===== src/rtl/core/mrf_pkg.sv =====
// ----------------------------------------------------------------------------
// mrf_pkg: shared types and constants of the request framer
// Function codes, CRC constants, the frame load record passed from the
// builder to the serializer, and the byte-wise CRC-16 update.
// ----------------------------------------------------------------------------
package mrf_pkg;

  localparam int FRAME_BYTES = 9;

  localparam logic [7:0]  FN_READ       = 8'h03;
  localparam logic [7:0]  FN_WRITE_ONE  = 8'h06;
  localparam logic [7:0]  FN_WRITE_MANY = 8'h10;
  localparam logic [15:0] CRC_INIT      = 16'hFFFF;
  localparam logic [15:0] CRC_POLY      = 16'hA001;
  localparam logic [7:0]  BYTE_MASK     = 8'hFF;

  // register indexes of the configuration port
  localparam logic CFG_STATION = 1'b0;
  localparam logic CFG_BASE    = 1'b1;

  // frame bytes for one item, byte 0 goes out first
  typedef struct packed {
    logic [FRAME_BYTES-1:0][7:0] bytes;
    logic [3:0]                  n_data;
    logic                        crc_tail;
  } frame_load_t;

  // framing progress between items
  typedef struct packed {
    logic       in_write_frame;
    logic [6:0] words_left;
  } frame_state_t;

  function automatic logic [15:0] crc_byte(input logic [15:0] crc, input logic [7:0] b);
    logic [15:0] c;
    c = crc ^ {8'h00, b};
    for (int k = 0; k < 8; k++) begin
      c = c[0] ? ((c >> 1) ^ CRC_POLY) : (c >> 1);
    end
    return c;
  endfunction

endpackage


===== src/rtl/core/mrf_frame_builder.sv =====
// ----------------------------------------------------------------------------
// mrf_frame_builder: request item decode
// Turns one request item and the framing progress into the frame bytes it
// produces and the progress that follows it.
// ----------------------------------------------------------------------------
module mrf_frame_builder #(
  parameter int MAX_WRITE_WORDS = 123
) (
  input  logic                 op,
  input  logic [15:0]          reg_addr,
  input  logic [6:0]           reg_count,
  input  logic [15:0]          data_word,
  input  logic [7:0]           station,
  input  logic [15:0]          base,
  input  mrf_pkg::frame_state_t fs,
  output mrf_pkg::frame_load_t  load,
  output logic                 emit,
  output mrf_pkg::frame_state_t fs_nxt
);

  localparam logic [6:0] MAX_W = 7'(MAX_WRITE_WORDS);

  logic [15:0] full_addr;
  logic [6:0]  cnt_sat;
  logic [6:0]  wl_dec;

  assign full_addr = reg_addr + base;
  assign cnt_sat   = (reg_count > MAX_W) ? MAX_W : reg_count;
  assign wl_dec    = (fs.words_left != 7'd0) ? fs.words_left - 7'd1 : fs.words_left;

  always_comb begin
    load     = '0;
    emit     = 1'b1;
    fs_nxt   = fs;
    if (fs.in_write_frame) begin
      // next data word of a multiple-register write
      load.bytes[0] = data_word[15:8];
      load.bytes[1] = data_word[7:0];
      load.n_data   = 4'd2;
      fs_nxt.words_left = wl_dec;
      if (wl_dec == 7'd0) begin
        load.crc_tail = 1'b1;
        fs_nxt        = '0;
      end
    end else if (!op) begin
      load.bytes[0] = station;
      load.bytes[1] = mrf_pkg::FN_READ;
      load.bytes[2] = full_addr[15:8];
      load.bytes[3] = full_addr[7:0];
      load.bytes[4] = 8'h00;
      load.bytes[5] = {1'b0, reg_count};
      load.n_data   = 4'd6;
      load.crc_tail = 1'b1;
    end else if (reg_count == 7'd0) begin
      // write of nothing: item dropped
      emit = 1'b0;
    end else if (cnt_sat == 7'd1) begin
      load.bytes[0] = station;
      load.bytes[1] = mrf_pkg::FN_WRITE_ONE;
      load.bytes[2] = full_addr[15:8];
      load.bytes[3] = full_addr[7:0];
      load.bytes[4] = data_word[15:8];
      load.bytes[5] = data_word[7:0];
      load.n_data   = 4'd6;
      load.crc_tail = 1'b1;
    end else begin
      load.bytes[0] = station;
      load.bytes[1] = mrf_pkg::FN_WRITE_MANY;
      load.bytes[2] = full_addr[15:8];
      load.bytes[3] = full_addr[7:0];
      load.bytes[4] = 8'h00;
      load.bytes[5] = {1'b0, cnt_sat};
      load.bytes[6] = {cnt_sat, 1'b0} & mrf_pkg::BYTE_MASK;
      load.bytes[7] = data_word[15:8];
      load.bytes[8] = data_word[7:0];
      load.n_data   = 4'd9;
      fs_nxt.in_write_frame = 1'b1;
      fs_nxt.words_left     = cnt_sat - 7'd1;
    end
  end

endmodule


===== src/rtl/core/mrf_byte_serializer.sv =====
// ----------------------------------------------------------------------------
// mrf_byte_serializer: frame byte shifter with CRC
// Shifts the loaded frame bytes into the output register one per cycle unless
// stalled, folds each into the CRC and appends the CRC low byte first when asked.
// ----------------------------------------------------------------------------
module mrf_byte_serializer (
  input  logic                clk,
  input  logic                rst_n,
  input  logic                ld,
  input  mrf_pkg::frame_load_t load,
  output logic                free,
  input  logic                out_stall,
  output logic                out_valid,
  output logic [7:0]          out_tx_byte,
  output logic                out_frame_end
);

  logic [mrf_pkg::FRAME_BYTES-1:0][7:0] sh_r;
  logic [3:0]  data_left_r;
  logic [1:0]  crc_left_r;
  logic [15:0] crc_r;
  logic        out_valid_r;
  logic [7:0]  out_byte_r;
  logic        out_end_r;

  logic busy;
  logic advance;
  logic step;
  logic last;

  assign busy    = (data_left_r != 4'd0) || (crc_left_r != 2'd0);
  assign advance = !out_valid_r || !out_stall;
  assign step    = busy && advance;
  assign last    = ((data_left_r == 4'd1) && (crc_left_r == 2'd0)) ||
                   ((data_left_r == 4'd0) && (crc_left_r == 2'd1));
  assign free    = !busy || (step && last);

  // output register and crc
  always_ff @(posedge clk) begin
    if (!rst_n) begin
      crc_r       <= mrf_pkg::CRC_INIT;
      out_valid_r <= 1'b0;
    end else begin
      if (step) begin
        out_valid_r <= 1'b1;
        if (data_left_r != 4'd0) begin
          out_byte_r <= sh_r[0];
          out_end_r  <= 1'b0;
          crc_r      <= mrf_pkg::crc_byte(crc_r, sh_r[0]);
        end else if (crc_left_r == 2'd2) begin
          out_byte_r <= crc_r[7:0];
          out_end_r  <= 1'b0;
        end else begin
          out_byte_r <= crc_r[15:8];
          out_end_r  <= 1'b1;
          crc_r      <= mrf_pkg::CRC_INIT;
        end
      end else if (advance) begin
        out_valid_r <= 1'b0;
      end
    end
  end

  // shift register and byte counters; a load replaces the drained last byte
  always_ff @(posedge clk) begin
    if (!rst_n) begin
      data_left_r <= 4'd0;
      crc_left_r  <= 2'd0;
    end else if (ld) begin
      sh_r        <= load.bytes;
      data_left_r <= load.n_data;
      crc_left_r  <= load.crc_tail ? 2'd2 : 2'd0;
    end else if (step) begin
      if (data_left_r != 4'd0) begin
        sh_r        <= {8'h00, sh_r[mrf_pkg::FRAME_BYTES-1:1]};
        data_left_r <= data_left_r - 4'd1;
      end else if (crc_left_r == 2'd2) begin
        crc_left_r <= 2'd1;
      end else begin
        crc_left_r <= 2'd0;
      end
    end
  end

  assign out_valid     = out_valid_r;
  assign out_tx_byte   = out_byte_r;
  assign out_frame_end = out_end_r;

endmodule


===== src/rtl/core/modbus_rtu_request_framer.sv =====
// ----------------------------------------------------------------------------
// modbus_rtu_request_framer: Modbus RTU master request frame generator
// Turns read and write request beats into the byte stream of RTU request
// frames (functions 0x03, 0x06, 0x10) with CRC-16/MODBUS, low byte first.
// ----------------------------------------------------------------------------
//
//  channel  | ports                                         | direction
//  ---------+-----------------------------------------------+----------
//  request  | in_valid in_stall in_op in_reg_addr           | in
//           | in_reg_count in_data_word                     |
//  frame    | out_valid out_stall out_tx_byte out_frame_end | out
//  config   | cfg_wr_en cfg_index cfg_wdata                 | in
//
//  a request beat yields up to 9 frame bytes, one byte per cycle unless
//  out_stall holds the output; the output byte rate sets the pace;
//  a zero-count write yields nothing and still leaves the input register
//  an input register holds the next beat while the current one shifts out
//  reset: synchronous, active low; station 3, base 0, no frame open
//  out_stall holds the output register and, once the input register is
//  full and the serializer still has bytes to send, raises in_stall in the same cycle
//
module modbus_rtu_request_framer #(
  parameter int MAX_WRITE_WORDS = 123
) (
  input  logic        clk,
  input  logic        rst_n,
  // request channel
  input  logic        in_valid,
  output logic        in_stall,
  input  logic        in_op,
  input  logic [15:0] in_reg_addr,
  input  logic [6:0]  in_reg_count,
  input  logic [15:0] in_data_word,
  // frame byte channel
  output logic        out_valid,
  input  logic        out_stall,
  output logic [7:0]  out_tx_byte,
  output logic        out_frame_end,
  // configuration
  input  logic        cfg_wr_en,
  input  logic        cfg_index,
  input  logic [15:0] cfg_wdata
);

  // configuration registers
  logic [7:0]  station_r;
  logic [15:0] base_r;

  // input register
  logic        a_valid_r;
  logic        a_op_r;
  logic [15:0] a_addr_r;
  logic [6:0]  a_count_r;
  logic [15:0] a_data_r;

  // framing progress across beats
  mrf_pkg::frame_state_t fs_r;
  mrf_pkg::frame_state_t fs_nxt;

  mrf_pkg::frame_load_t load;
  logic emit;
  logic ser_free;
  logic a_take;
  logic in_acc;

  assign a_take   = a_valid_r && ser_free;
  assign in_stall = a_valid_r && !ser_free;
  assign in_acc   = in_valid && !in_stall;

  always_ff @(posedge clk) begin
    if (!rst_n) begin
      station_r <= 8'd3;
      base_r    <= 16'd0;
    end else if (cfg_wr_en) begin
      unique case (cfg_index)
        mrf_pkg::CFG_STATION: station_r <= cfg_wdata[7:0];
        mrf_pkg::CFG_BASE:    base_r    <= cfg_wdata;
        default: ;
      endcase
    end
  end

  // input register: refills in the cycle it drains
  always_ff @(posedge clk) begin
    if (!rst_n) begin
      a_valid_r <= 1'b0;
    end else if (in_acc) begin
      a_valid_r <= 1'b1;
    end else if (a_take) begin
      a_valid_r <= 1'b0;
    end
  end

  always_ff @(posedge clk) begin
    if (in_acc) begin
      a_op_r    <= in_op;
      a_addr_r  <= in_reg_addr;
      a_count_r <= in_reg_count;
      a_data_r  <= in_data_word;
    end
  end

  // progress moves on when the beat is handed to the serializer
  always_ff @(posedge clk) begin
    if (!rst_n) begin
      fs_r <= '0;
    end else if (a_take) begin
      fs_r <= fs_nxt;
    end
  end

  mrf_frame_builder #(
    .MAX_WRITE_WORDS(MAX_WRITE_WORDS)
  ) u_builder (
    .op       (a_op_r),
    .reg_addr (a_addr_r),
    .reg_count(a_count_r),
    .data_word(a_data_r),
    .station  (station_r),
    .base     (base_r),
    .fs       (fs_r),
    .load     (load),
    .emit     (emit),
    .fs_nxt   (fs_nxt)
  );

  // zero-count writes are taken but load nothing
  mrf_byte_serializer u_serializer (
    .clk          (clk),
    .rst_n        (rst_n),
    .ld           (a_take && emit),
    .load         (load),
    .free         (ser_free),
    .out_stall    (out_stall),
    .out_valid    (out_valid),
    .out_tx_byte  (out_tx_byte),
    .out_frame_end(out_frame_end)
  );

endmodule


===== config.mk =====
export PLATFORM = sky130hd
export DESIGN_NAME = modbus_rtu_request_framer
export DESIGN_NICKNAME = d
export VERILOG_FILES = /design/src/rtl/core/mrf_pkg.sv /design/src/rtl/core/mrf_frame_builder.sv /design/src/rtl/core/mrf_byte_serializer.sv /design/src/rtl/core/modbus_rtu_request_framer.sv
export SDC_FILE = /design/constraint.sdc
export NUM_CORES = 1
export LEC_CHECK = 0
export ABC_AREA = 1
export ABC_CLOCK_PERIOD_IN_PS = 6190
export BUFFER_PORTS_ARGS = -buffer_cell sky130_fd_sc_hd__buf_2
export CORE_MARGIN = 8
export CORE_UTILIZATION = 50
export DETAILED_ROUTE_END_ITERATION = 8
export PLACE_DENSITY = 0.74
export SYNTH_ARGS = -nofsm -noshare
export SYNTH_HDL_FRONTEND = slang
export SYNTH_SLANG_ARGS = --single-unit

===== constraint.sdc =====
create_clock -name clk -period 6.19 [get_ports clk]
set_clock_uncertainty 0.1 [all_clocks]
set_input_delay 1.238 -clock clk [delete_from_list [all_inputs] [get_ports clk]]
set_output_delay 1.238 -clock clk [all_outputs]
set_load 0.05 [all_outputs]

==> results of run 1 <==
## metrics by stage
| stage | hold slack, ns | util (%) | area [um^2] | total power, uW |
|---|---|---|---|---|
| 5_1_grt | 0.414 | 57.2 | 9760 | 5000 |
| 2_1_floorplan | 0.329 | - | 8620 | 3220 |
| 3_3_place_gp | 0.355 | 53.7 | 9160 | 3560 |
| 3_5_place_dp | 0.369 | 53.7 | 9160 | 3600 |
| 6_report | 0.378 | 57.2 | 9760 | 4690 |
| 4_1_cts | 0.388 | 57.2 | 9760 | 4710 |
## area by class of cell
cell class	instances	share of cell area, %
Sequential cell	177	48.7
Multi-Input combinational cell	652	34.4
Clock buffer	17	4.36
Timing Repair Buffer	77	4.08
Inverter	98	3.78
Tap cell	225	2.88
Clock inverter	15	1.77
## sequential cells by signal (all words and copies together), names as in the netlist, 2 cells and up
register                  count
a_addr_r                     16
a_count_r                     7
a_data_r                     16
base_r                       16
fs_r                          8
station_r                     8
u_serializer.crc_left_r       2
u_serializer.crc_r           16
u_serializer.data_left_r      4
u_serializer.out_tx_byte      8
u_serializer.sh_r            72
## per-layer routing
layer	share of wire (%)	vias up	GRT usage [%]
met5	0	-	0
met3	5.7	30	4.71
li1	-	3360	-
met1	46	3152	23.7
met4	1.9	0	6.73
met2	47	206	28.5
## logic make-up after synthesis
kind of cell,synth area share [%]
compound gates,13.6
xor+xnor,2.24
fa+ha+maj,3.28
buf+inv,6.02
flops,55.2
simple gates,19.7
## worst reg2reg max path, cell delays in order, from the launching register on
cell and delay [ns]:
sky130_fd_sc_hd__dfxtp_1 0.30, sky130_fd_sc_hd__inv_1 0.13, sky130_fd_sc_hd__ha_1 0.22, sky130_fd_sc_hd__nand2_2 0.20, sky130_fd_sc_hd__inv_2 0.17, sky130_fd_sc_hd__nand3_1 0.11, sky130_fd_sc_hd__nand2_1 0.11, sky130_fd_sc_hd__nand2_2 0.11
sky130_fd_sc_hd__clkinv_2 0.10, sky130_fd_sc_hd__nand2_4 0.50, sky130_fd_sc_hd__a21oi_4 1.00, sky130_fd_sc_hd__buf_4 0.49
## synth_stat cells (2+ instances only)
library cell,n,area share [%]
sky130_fd_sc_hd__nor2_1,94,4.1
sky130_fd_sc_hd__edfxtp_1,121,42
sky130_fd_sc_hd__o31ai_2,17,2.5
sky130_fd_sc_hd__buf_4,3,0.26
sky130_fd_sc_hd__nor2_4,3,0.39
sky130_fd_sc_hd__a22oi_1,9,0.78
sky130_fd_sc_hd__o211ai_1,3,0.26
sky130_fd_sc_hd__o21ai_1,11,0.64
sky130_fd_sc_hd__a21oi_1,42,2.4
sky130_fd_sc_hd__dfxtp_1,56,13
sky130_fd_sc_hd__inv_1,85,3.7
sky130_fd_sc_hd__clkbuf_1,9,0.39
sky130_fd_sc_hd__nor2_2,6,0.44
sky130_fd_sc_hd__o21bai_1,2,0.17
sky130_fd_sc_hd__o21ai_0,85,4.9
sky130_fd_sc_hd__xnor2_1,6,0.61
sky130_fd_sc_hd__xor2_1,16,1.6
sky130_fd_sc_hd__nor3_1,2,0.12
sky130_fd_sc_hd__a31oi_1,4,0.29
sky130_fd_sc_hd__nand4_2,2,0.29
sky130_fd_sc_hd__nand3b_1,2,0.17
sky130_fd_sc_hd__ha_1,21,3.0
sky130_fd_sc_hd__inv_2,12,0.52
sky130_fd_sc_hd__nand3_1,34,2.0
sky130_fd_sc_hd__buf_6,3,0.39
sky130_fd_sc_hd__buf_2,12,0.70
sky130_fd_sc_hd__nand2_2,2,0.15
sky130_fd_sc_hd__nand4_1,3,0.22
sky130_fd_sc_hd__nand2_1,262,11
sky130_fd_sc_hd__o22ai_1,16,1.2
## power by group
group / leakage, uW / switching (uW) / internal (uW)
sequential: 0.00161 / 154 / 1730
clock: 0.000285 / 494 / 609
combinational: 0.00236 / 1200 / 516
total: 0.00425 / 1840 / 2850
## worst paths after layout
check	start	to	slack [ns]
max	u_serializer.data_left_r[1]	u_serializer.sh_r[71]	2.30
min	u_serializer.crc_r[15]	u_serializer.crc_r[15]	0.38
max reg2reg	u_serializer.data_left_r[1]	u_serializer.sh_r[71]	2.30
min reg2reg	u_serializer.crc_r[15]	u_serializer.crc_r[15]	0.38
==> impl_summary.txt, run 1 <==
----------------------------------------------------
[Floorplan]
  Boundary Pins ... between 70 and 80
  Overall die area ... 0.0217 mm^2
  Horizontal extent of the die ... between 100 and 150 um
  Number of cell rows ... 48
  Initial cell density of the core ... between 50 and 60%
  Chip Height ... 147 um
  Core Box Area ... around 0.017 mm^2

[Worst setup path]
  Dominant delay contributor by cell family on the critical path ... simple AND/OR/NAND/NOR gates
  Worst path max stage delay ... around 0.96 ns
  Worst setup path category ... register to register
  Chain of cells forming the critical path ... inv_1 -> ha_1 -> nand2_2 -> inv_2 -> nand3_1 -> nand2_1 -> nand2_2 -> clkinv_2 -> nand2_4 -> a21oi_4 -> buf_4
  Startpoint type of the worst setup path ... register
  Cell type of the slowest stage on the worst timing path ... sky130_fd_sc_hd__a21oi_4
  Critical path endpoint category ... register
  Count of cells along the worst register-to-register path ... 11
  Arrival time at the worst endpoint ... slightly below 4 ns
  Critical path buffers and inverters ... 4
  Highest fanout seen on the critical path ... 100
  Cell depth of the worst setup path ... 11
  Cell with the most instances on the worst path ... sky130_fd_sc_hd__nand2_2
  Required arrival time at the worst endpoint ... 6.19 ns

[STA]
  Min setup slack post-route ... between 2 and 2.5 ns
  Tmin final ... slightly below 4 ns
  Peak Freq ... 0.257 GHz
  Max Transition Viols Final ... 0
  Count of final hold-check violations ... 0
  Transition at the pin with the smallest max-transition slack ... ~1.1 ns
  Setup Total Neg Slack ... 0 ns
  Number of endpoints failing setup at the final stage ... 0
  Worst rel slew slack ... 29.0%
  Post-route clock period utilization ... between 60% and 70%
  Setup repair after global routing missed its margin ... no

[Global routing]
  Combined global-route utilization of all metal layers ... a little under a fifth
  Total gr overflow ... 0
  Wire length of the first global-routing pass ... 31500 um
  Via count of the first global-routing pass ... 6457
  Antenna violations before repair ... 0
  Maximum number of pins on one net before global-route repair ... between 100 and 150

[CTS]
  Clock tree from TritonCTS ... yes
  CTS sink count ... around 180
  Number of buffers on the longest clock path ... 2
  Hold buffers post-CTS ... 0
  Clock tree root buffer cell ... sky130_fd_sc_hd__clkbuf_16
  Number of buffers inserted during clock tree synthesis ... 17
  Insertion delay of the later-clocked pin in the worst-skew pair ... 0.44 ns
  # resized after CTS ... 0
  CTS clk-pin slew, worst paths ... about 0.070 ns
  H-tree levels ... 4
  Post-CTS setup buffer count ... 0

[Layout]
  Most used cells in the layout excluding fill and tap cells ... sky130_fd_sc_hd__nand2_1 (262), sky130_fd_sc_hd__edfxtp_1 (121), sky130_fd_sc_hd__nor2_1 (94)
  # diodes ... 0
  Multi-input gate area in the final layout ... ~0.0034 mm^2
  Syn-to-layout area delta ... 13.2%
  Filler-free cell count of the finished design ... about 1300
  Count of nets after finishing ... ~1100
  Most common cell after layout, fill and taps aside ... sky130_fd_sc_hd__nand2_1
  Share of post-route cells with drive strength above 1 ... between 10% and 20%
  Layout fillers ... roughly 1500
  Sequential cell area in the final layout ... between 0.004 and 0.005 mm^2

[Synth]
  Count of different cell masters after synthesis ... approximately 40
  Post-synth ARST share ... 0%
  Count of flip-flops with a built-in enable after synthesis ... about 120
  Number of instances in the synthesized netlist ... 954
  Count of yosys warnings during synthesis ... 0
  Syn Std Cell Area ... between 0.008 and 0.009 mm^2
  Post-Synthesis Net Count ... ~1000
  Synth Flop Type ... sky130_fd_sc_hd__edfxtp_1
  Portion of the post-synthesis area used by sequential elements ... around 55%
  Count of state elements after synthesis ... around 180
  Syn avg cell area ... between 9 and 10 um^2

[Outcome]
  Outcome ... finished, final reports clean

[Drt]
  Per-cell routed wire length ... around 15 um
  Iteration count of the initial detailed-routing pass ... 5
  DRT iter0 DRCs ... roughly 630
  Number of routed nets with antenna violations ... 0
  Detailed Route WL ... 19200 um
  Number of design rule violations left after detail routing ... 0
  Overall via count from detail_route ... 6748
  Ratio of routed vias to standard cells ... around 5.4

[Placed design]
  Buffers on Ports ... about 70
  Routability cong. ... 0.854
  Placed wire-length estimate after detailed placement ... approximately 14000 um
  Cells after DPL ... 1229
  Worst slack at placement ... 1.93 ns

[Hold path]
  Worst Hold Depth ... 2
  Kind of path behind the tightest hold check ... register to register

[Job]
  Max cap viols ... 0

[Power]
  Total power per unit cell area ... a little under 500 mW/mm^2
  Leakage power ... 0.00425 uW
  Max VDD drop ... 0.000323 V

----------------------------------------------------
Note: power is estimated with default switching activity, not from simulation.
==> run 2, diff against run 1 <==
--- a/config.mk
+++ b/config.mk
@@ -6,7 +6,7 @@
 export NUM_CORES = 1
 export LEC_CHECK = 0
 export ABC_AREA = 1
-export ABC_CLOCK_PERIOD_IN_PS = 6190
+export ABC_CLOCK_PERIOD_IN_PS = 3400
 export BUFFER_PORTS_ARGS = -buffer_cell sky130_fd_sc_hd__buf_2
 export CORE_MARGIN = 8
 export CORE_UTILIZATION = 50
==> constraint.sdc (replaced) <==
create_clock -name clk -period 3.4 [get_ports clk]
set_clock_uncertainty 0.1 [all_clocks]
set_input_delay 0.68 -clock clk [delete_from_list [all_inputs] [get_ports clk]]
set_output_delay 0.68 -clock clk [all_outputs]
set_load 0.05 [all_outputs]
==> impl_summary.txt, run 2 (synthesis results as in run 1) <==
----------------------------------------------------
[Global routing]
  Antenna violations before repair ... 0 (unchanged)
  Combined global-route utilization of all metal layers ... 18.3% (+0.21 points)
  Maximum number of pins on one net before global-route repair ... 85 (-16%)
  Via count of the first global-routing pass ... 6413 (-0.68%)
  Total gr overflow ... 0 (unchanged)
  Wire length of the first global-routing pass ... 31900 um (+1.1%)

[Worst setup path]
  FF-to-FF setup slack ... 0.57 ns (-1.73 ns)
  Arrival time at the worst endpoint ... 2.08 ns (-1.81 ns)
  Highest fanout seen on the critical path ... 12 (-88%)
  Required arrival time at the worst endpoint ... 2.62 ns (-3.57 ns)
  Critical path endpoint category ... output port
  Chain of cells forming the critical path ... inv_1 -> ha_1 -> nand2_2 -> inv_2 -> nand3_1 -> nand2_1 -> nor2_1 -> buf_2
  Cell type of the slowest stage on the worst timing path ... sky130_fd_sc_hd__dfxtp_1
  Startpoint type of the worst setup path ... register
  Worst path max stage delay ... 0.35 ns (-0.61 ns)
  Worst setup path category ... register to output port

[Drt]
  DRT iter0 DRCs ... 648 (+2.4%)
  Per-cell routed wire length ... 15.6 um (+2.2%)
  Overall via count from detail_route ... 6729 (-0.28%)
  Ratio of routed vias to standard cells ... 5.33 (-0.44%)
  Number of routed nets with antenna violations ... 0 (unchanged)
  Number of design rule violations left after detail routing ... 0 (unchanged)
  Detailed Route WL ... 19700 um (+2.4%)
  Iteration count of the initial detailed-routing pass ... 7 (+2)

[Placed design]
  Worst slack at placement ... 0.519 ns (-1.41 ns)
  Post-Place Cell Area ... 0.00921 mm^2 (+0.57%)
  Cells after DPL ... 1231 (+0.16%)
  Placed wire-length estimate after detailed placement ... 14000 um (+1.7%)
  Routability cong. ... 0.912 (+6.8%)
  Buffers on Ports ... 72 (unchanged)

[CTS]
  Clock tree root buffer cell ... sky130_fd_sc_hd__clkbuf_16
  H-tree levels ... 4 (unchanged)
  Number of buffers inserted during clock tree synthesis ... 17 (unchanged)
  Insertion delay of the later-clocked pin in the worst-skew pair ... 0.44 ns (about the same)
  # resized after CTS ... 0 (unchanged)
  Post-CTS setup buffer count ... 0 (unchanged)
  Hold buffers post-CTS ... 0 (unchanged)
  Clock tree from TritonCTS ... yes
  Number of buffers on the longest clock path ... 2 (unchanged)
  CTS sink count ... 177 (unchanged)
  CTS clk-pin slew, worst paths ... 0.07 ns (about the same)

[Floorplan]
  Boundary Pins ... 73 (unchanged)
  Number of cell rows ... 48 (unchanged)
  Chip Height ... 147 um (unchanged)
  Horizontal extent of the die ... 147 um (unchanged)
  Overall die area ... 0.0217 mm^2 (unchanged)
  Core Box Area ... 0.0171 mm^2 (unchanged)
  Initial cell density of the core ... 50.5% (unchanged)

[STA]
  Number of endpoints failing setup at the final stage ... 0 (unchanged)
  Tmin final ... approximately 2.9 ns
  Count of final hold-check violations ... 0 (unchanged)
  Setup repair after global routing missed its margin ... no
  Max Transition Viols Final ... 0 (unchanged)
  Peak Freq ... ~0.35 GHz
  Min setup slack post-route ... 0.537 ns (-1.77 ns)
  Post-route clock period utilization ... 84.2%
  Worst rel slew slack ... 48.2% (+19 points)
  Transition at the pin with the smallest max-transition slack ... 0.774 ns (-0.291 ns)
  Setup Total Neg Slack ... 0 ns (unchanged)

[Layout]
  Share of post-route cells with drive strength above 1 ... 15.2% (+0.26 points)
  Most used cells in the layout excluding fill and tap cells ... sky130_fd_sc_hd__nand2_1 (262), sky130_fd_sc_hd__edfxtp_1 (121), sky130_fd_sc_hd__nor2_1 (94)
  Summed area of non-filler cells in the final layout ... 0.00984 mm^2 (+0.87%)
  Most common cell after layout, fill and taps aside ... sky130_fd_sc_hd__nand2_1
  # diodes ... 0 (unchanged)
  Layout fillers ... 1472 (-3.9%)
  Count of nets after finishing ... 1109 (+0.18%)
  Register containing the most flip-flops in the final layout ... u_serializer.sh_r
  Syn-to-layout area delta ... 14.2%
  Number of flip-flops in the largest register ... 72 (unchanged)
  Filler-free cell count of the finished design ... 1263 (+0.16%)

[Outcome]
  Outcome ... finished, final reports clean

[Hold path]
  Kind of path behind the tightest hold check ... input pin to register

[Job]
  Max cap viols ... 0 (unchanged)

[Power]
  Total power per unit cell area ... 884 mW/mm^2 (+84%)
  PnR Total Power ... 8700 uW (+85%)
  Max VDD drop ... 0.000484 V (+49%)
  Leakage power ... 0.00429 uW (+1.1%)

----------------------------------------------------
==> run 2: cell types whose count changed in the layout (fill, tap and decap cells not counted) <==
cell and change:
sky130_fd_sc_hd__inv_6 +1, sky130_fd_sc_hd__clkinv_4 +2, sky130_fd_sc_hd__buf_4 -1, sky130_fd_sc_hd__buf_12 +3
sky130_fd_sc_hd__bufinv_16 +2, sky130_fd_sc_hd__clkbuf_1 +1, sky130_fd_sc_hd__clkinv_1 -2, sky130_fd_sc_hd__clkinv_2 +2
sky130_fd_sc_hd__inv_8 -4, sky130_fd_sc_hd__clkinvlp_4 -2
==> run 2: worst paths after layout <==
kind	start	end	cells past startpoint
max reg2reg	u_serializer.data_left_r[0]	a_op_r	11
max	u_serializer.data_left_r[0]	in_stall	8
min reg2reg	u_serializer.crc_r[15]	u_serializer.crc_r[15]	2
min	in_data_word[4]	a_data_r[4]	1
==> run 2: through the flow <==
stage / hold WS [ns] / utilization (%)
detailed placement: 0.364 / 54.0
global placement: 0.357 / 54.0
floorplan: 0.329 / -
CTS: 0.301 / 57.7
global route: 0.296 / 57.7
finish: 0.313 / 57.7
==> run 2: worst max-delay path, delay by kind of cell (launching register included) <==
family	cells	cell delay, ns
fa+ha+maj	1	0.24
buf+inv	3	0.50
flops	1	0.35
simple gates	4	0.56
==> run 2: power by group <==
group,internal (uW),total (uW),switching [uW]
Clock,1240,2110,863
Sequential,3140,3420,280
Combinational,979,3180,2200
==> run 2: area by class of cell <==
cell class | instances | area [um^2] | area share [%]
Inverter | 98 | 369 | 3.75
Sequential cell | 177 | 4750 | 48.3
Clock buffer | 18 | 429 | 4.36
Multi-Input combinational cell | 652 | 3360 | 34.1
Tap cell | 225 | 282 | 2.86
Timing Repair Buffer | 79 | 450 | 4.58
Clock inverter | 14 | 201 | 2.05
==> run 2: metal layers <==
layer / routed length, um / GRT usage (%) / vias to the layer above / share of wire (%)
met5: 0 / 0 / - / 0
li1: - / - / 3351 / -
met3: 1220 / 3.84 / 29 / 6.2
met2: 9440 / 29.6 / 227 / 48
met4: 411 / 7.14 / 0 / 2.1
met1: 8620 / 23.7 / 3122 / 44
